$ cat config.mk
export PLATFORM = sky130hd
export DESIGN_NAME = obb_cross
export DESIGN_NICKNAME = d
export VERILOG_FILES = /design/src/hdl/obb_pkg.sv /design/src/hdl/obb_cross.sv
export SDC_FILE = /design/constraint.sdc
export NUM_CORES = 2
export LEC_CHECK = 0
export ABC_AREA = 1
export BUFFER_PORTS_ARGS = -buffer_cell sky130_fd_sc_hd__buf_4
export CAP_MARGIN = 20
export CORE_ASPECT_RATIO = 1.75
export CORE_MARGIN = 2
export CORE_UTILIZATION = 50
export CTS_BUF_LIST = sky130_fd_sc_hd__clkbuf_2
export DETAILED_ROUTE_END_ITERATION = 16
export GPL_TIMING_DRIVEN = 1
export PLACE_DENSITY = 0.68
export SETUP_SLACK_MARGIN = 0.15
export SYNTH_ARGS = -nofsm -noshare
export SYNTH_HDL_FRONTEND = slang
export SYNTH_SLANG_ARGS = --single-unit
export TNS_END_PERCENT = 100
$ cat constraint.sdc
create_clock -name clk -period 5.3 [get_ports clk]
set_input_delay 0 -clock clk [delete_from_list [all_inputs] [get_ports clk]]
set_output_delay 0 -clock clk [all_outputs]
set_load 0.05 [all_outputs]
$ cat src/hdl/obb_pkg.sv
// Shared constants and types for the oriented box overlap block.
// No dependencies.
package obb_pkg;

    localparam int COORD_WIDTH = 20;
    localparam int AXIS_WIDTH  = 16;

    localparam int STAGES    = 7;
    localparam int NUM_AXES  = 15;
    localparam int REG_IDX_W = 3;
    localparam int OUT_W     = 8;

    localparam logic [REG_IDX_W-1:0] REG_DIMENSION_MODE   = 3'd0;
    localparam logic [REG_IDX_W-1:0] REG_REF_CENTER       = 3'd1;
    localparam logic [REG_IDX_W-1:0] REG_REF_AXIS_U       = 3'd2;
    localparam logic [REG_IDX_W-1:0] REG_REF_AXIS_V       = 3'd3;
    localparam logic [REG_IDX_W-1:0] REG_REF_AXIS_W       = 3'd4;
    localparam logic [REG_IDX_W-1:0] REG_REF_HALF_EXTENTS = 3'd5;

    // axes tested in 2D: ref u,v; cand u,v; the four cross axes of u,v
    localparam logic [NUM_AXES-1:0] MASK_2D = 15'h06DB;
    localparam logic [NUM_AXES-1:0] MASK_3D = 15'h7FFF;

    typedef struct packed {
        logic [STAGES:1] adv;
    } obb_ctl_t;

endpackage

$ cat src/hdl/obb_cross.sv
// Cross product of a reference and a candidate axis, rounded to axis format.
// Stages 1 (partial products) and 2 (difference and round). Uses obb_pkg.
module obb_cross #(
    parameter int AXIS_WIDTH = obb_pkg::AXIS_WIDTH
) (
    input  logic                             clk,
    input  obb_pkg::obb_ctl_t                ctl,
    input  logic signed [AXIS_WIDTH-1:0]     a [3],
    input  logic signed [AXIS_WIDTH-1:0]     b [3],
    output logic signed [AXIS_WIDTH+2:0]     p [3]
);
    localparam int A  = AXIS_WIDTH;
    localparam int F  = A - 2;
    localparam int PW = A + 3;
    localparam int MW = 2 * A;
    localparam int RW = 2 * A + 1;
    localparam logic signed [RW-1:0] RND = RW'(1) <<< (F - 1);

    logic signed [MW-1:0] m1_reg [3];
    logic signed [MW-1:0] m2_reg [3];
    logic signed [PW-1:0] p_reg [3];
    logic signed [RW-1:0] rsh [3];

    always_ff @(posedge clk)
    begin
        if (ctl.adv[1])
        begin
            for (int c = 0; c < 3; c++)
            begin
                m1_reg[c] <= MW'(a[(c + 1) % 3]) * MW'(b[(c + 2) % 3]);
                m2_reg[c] <= MW'(a[(c + 2) % 3]) * MW'(b[(c + 1) % 3]);
            end
        end
    end

    always_comb
    begin
        for (int c = 0; c < 3; c++)
        begin
            rsh[c] = (RW'(m1_reg[c]) - RW'(m2_reg[c]) + RND) >>> F;
        end
    end

    always_ff @(posedge clk)
    begin
        if (ctl.adv[2])
        begin
            for (int c = 0; c < 3; c++)
            begin
                p_reg[c] <= rsh[c][PW-1:0];
            end
        end
    end

    assign p = p_reg;

endmodule

; Word-level counts from Yosys, hierarchy flattened
; Memories as Yosys holds them, arrays and structs flattened.
; Index checks and enable logic that the tools add are counted.
[totals]
reg_bits = 57
input_bits = 104
latch_bits = 0
wordCells = 19
mem_count = 2
mem_bits_ro = 0
ram_bits = 192
[classes]
shifts = 0
n_reduce_logical = 0
eq_ne = 0
mux = 2
n_addsub = 6
mul = 6
div = 0
bitwise = 0
n_lt_le_gt_ge = 0
[mem_list]
columns = name, depth, word_bits, read_ports, rd_ports_with_merged_regs, wr, line_no
row1 = m1_reg, 3, 32, 3, 0, 3, obb_cross.sv:19  ; logic signed [MW-1:0] m1_reg [3];
row2 = m2_reg, 3, 32, 3, 0, 3, obb_cross.sv:20  ; logic signed [MW-1:0] m2_reg [3];
[ops]
columns = cell, count
row1 = 16-bit by 16-bit multiplier with 32-bit output, 6
row2 = "33-bit by 15-bit adder with 33-bit output, second input constant", 3
row3 = 32-bit by 32-bit subtractor with 33-bit output, 3
row4 = 1-bit two-way mux, 2

; Longest topological paths before layout
[logic_depth]
depth_word = 2
ltp_mapped = 26
depth_no_buf = 25

; Worst setup path before layout
; OpenSTA, ideal clock, no wires.
[synth_timing]
path_kind = input port to flip-flop
start = in a[15] (netlist name)
end = mem m1_reg[0][61] (netlist name) (data pin)
cell_stages = 20
t_arrival_ns = 4.878
setup_slack_ns = 0.169
path_cell_list = clkbuf_1 nand2_1 inv_1 fa_1 fa_1 fa_1 fa_1 fa_1 inv_1 fa_1 inv_1 ha_1 nand2_1 inv_1 nand3_1 nor3_1 and2_1 nand2_1 nand4_1 nand2_1
[synth_rtl]
columns = item, line_no
row1 = "start, declared", obb_cross.sv:8  ; input logic signed [AXIS_WIDTH-1:0] a [3],
row2 = "end, declared", obb_cross.sv:19

==> out/metrics.cfg <==
[run_status]
status = finished, final reports clean

[critical_path]
critPathMaxFanout = 4
cp_num_buf_inv = 9
path_class = in2reg
worst_ep_required_time_ns = 6.39
worstRegToRegCells = 10
crit_arrival_ns = 6.20
crit_chain = dlygate4sd3_1 > buf_4 > dlygate4sd3_1 > buf_4 > nand2_1 > fa_2 > fa_2 > fa_1 > inv_1 > fa_1 > fa_1 > inv_1 > fa_1 > inv_1 > ha_1 > nand2_1 > inv_1 > nand2_1 > nor3_1 > a21oi_1 > xnor2_1 > buf_4
worst_r2r_startpoint = m1_reg[0][50]
crit_path_top_delay_cell = dlygate4sd3_1
end_kind = flop
crit_family = adder cells
crit_path_max_incr_delay_ns = 0.63
crit_path_start_kind = primary input
critical_path_depth = 22
crit_start = b[33]

[placement]
dpl.cell_count = 12940
io_buffers = 155
hpwl_mm = 222.0
pre_cts_ws_ns = -0.3972
gp_congestion = 1.036

[sta]
finalSetupViolations = 0
fin_crit_ns = 5.112
drv_slew = 0
timing.final.ws_setup_ns = 0.1878
worstMarginPinSlew_ns = 0.7416
final.setup.tns_ns = 0
finalCritPeriodShare = 0.9646
slew_headroom = 0.5056
finalHoldViolations = 0
timing.fmax_mhz = 195.6
finalClockSkew_ns = 0.2282
rsz0062_at_grt = yes

[routing]
dr_wl_met3_mm = 15.88
drt_iter0_markers = 3838
drc = 0
wl_met1_mm = 85.32
ant_nets = 0
wl_per_cell_um = 19.72
vias = 67310
met2_length_mm = 131.6
drt_wl_total_mm = 259.2
via_per_inst = 5.121
topRoutingLayerUsed = met5
first_pass_iters = 7

[die]
start_util = 0.5019
top_level_ports = 161
die_h_um = 529.9
coreArea_mm2 = 0.1574
die_w_um = 304.5
rows = 193
fp.dieArea_mm2 = 0.1614

[flow_run]
maxCapViolCount = 0

[min_path]
worstHoldPathCells = 11
worstHoldStart = b[46]
hold_path.class = in2reg

[synth]
netlist_area_mm2 = 0.07902
synth_nets = 12630
syn_inst = 10280
synth_cell_types = 38
synth_edf_count = 249
ys_warn_count = 0
synth_seq_cells = 249
synth_seq_area_share = 0.09463
avgSynthCellArea_um2 = 7.686
async_reset_ff_frac = 0
ys_dominant_reg_cell = edfxtp_1

[clock_network]
cts_buffers = 61
clock_sinks = 249
clk_pin_slew_ns = 0.12
clock_path_buffers = 3
root_buffer = clkbuf_2
clock_latency_ns = 1.33
cts_max_level = 2
tritoncts = yes

[global_routing]
grt_max_degree = 119
grtUsageTotal = 0.3288
grt_pass1_wl_mm = 401.3
overflow = 0
grt_pass1_vias = 74130
antenna_found_initial = 23

[finish]
nets = 13390
area_delta_synth_final_pct = 13.59
drive_gt1_frac = 0.09814
layout_common_cells = inv_1, nand2_1, fa_1
final_common_cell = inv_1
stdcell_count = 13140

==> synth_stat cells, types with 28 or more instances <==
| master | instances | area [um^2] |
|---|---|---|
| a21oi_1 | 257 | 1286 |
| clkbuf_1 | 284 | 1066 |
| edfxtp_1 | 249 | 7477 |
| fa_1 | 1572 | 31470 |
| ha_1 | 675 | 8446 |
| inv_1 | 3100 | 11640 |
| nand2_1 | 2911 | 10930 |
| nand3_1 | 260 | 1301 |
| nand4_1 | 98 | 613.1 |
| nor2_1 | 388 | 1456 |
| nor3_1 | 51 | 255.2 |
| o21ai_0 | 117 | 585.6 |
| o21bai_1 | 40 | 300.3 |
| xnor2_1 | 28 | 245.2 |
| xor2_1 | 108 | 945.9 |
==> stage by stage <==
stage / hold WS (ns) / instance area (um^2) / util
floorplan: 0.1125 / 79020 / -
global placement: 0.4580 / 88080 / 0.5595
detailed placement: 0.4696 / 88080 / 0.5595
global route: 0.06551 / 89730 / 0.5699
CTS: 0.01265 / 89560 / 0.5689
finish: 0.1242 / 89750 / 0.5701
==> layer usage <==
metal | GRT usage | vias to the layer above
met2 | 0.5944 | 2362
met5 | 0 | -
li1 | - | 31120
met1 | 0.3297 | 32710
met3 | 0.05516 | 1100
met4 | 0.2758 | 24
==> final cells by class <==
class	instances	area, um^2
diodes	10	25.02
clock buffers	70	350.3
clock inverters	38	301.5
fillers	14760	67690
inverters	3112	11690
multi-input cells	6632	58840
flip-flops and latches	249	7477
well taps	2047	2561
repair buffers	985	8511
==> worst paths after layout <==
kind,slack (ns),endpoint
setup / recovery,0.19,m1_reg[0][51]
hold reg to reg,0.85,p[56]
hold / removal,0.12,m1_reg[0][63]
setup reg to reg,2.21,p[35]
==> timing repair <==
action / 4_1_cts / 5_1_grt
hold buffers: 80 / 1
endpoints found under the hold margin: 287 / 1
gates resized for setup: 0 / 24
endpoints found under the setup margin: 0 / 25
buffers inserted: 0 / 4
==> worst reg2reg max path, cell delays in order, from the launching register on <==
cell and delay, ns:
edfxtp_1 0.55, ha_1 0.28, ha_1 0.40, a21oi_1 0.47
o21ai_0 0.20, inv_1 0.09, nand2_1 0.08, a21oi_1 0.45
nand2_1 0.11, nand2_1 0.07, nand2_1 0.08
==> cell families after synthesis <==
family                     Yosys count  synth area share
and+or+nand+nor                   3800            0.1927
xor gates and xnor gates           136           0.01507
buffers and inverters             3400            0.1615
AOI/OAI and AO/OA                  449           0.03088
DFF                                249           0.09463
adders and majority gates         2247            0.5052
Power is not shown: default switching activity piles up to over one toggle a cycle in this logic, so the estimate is an artifact.
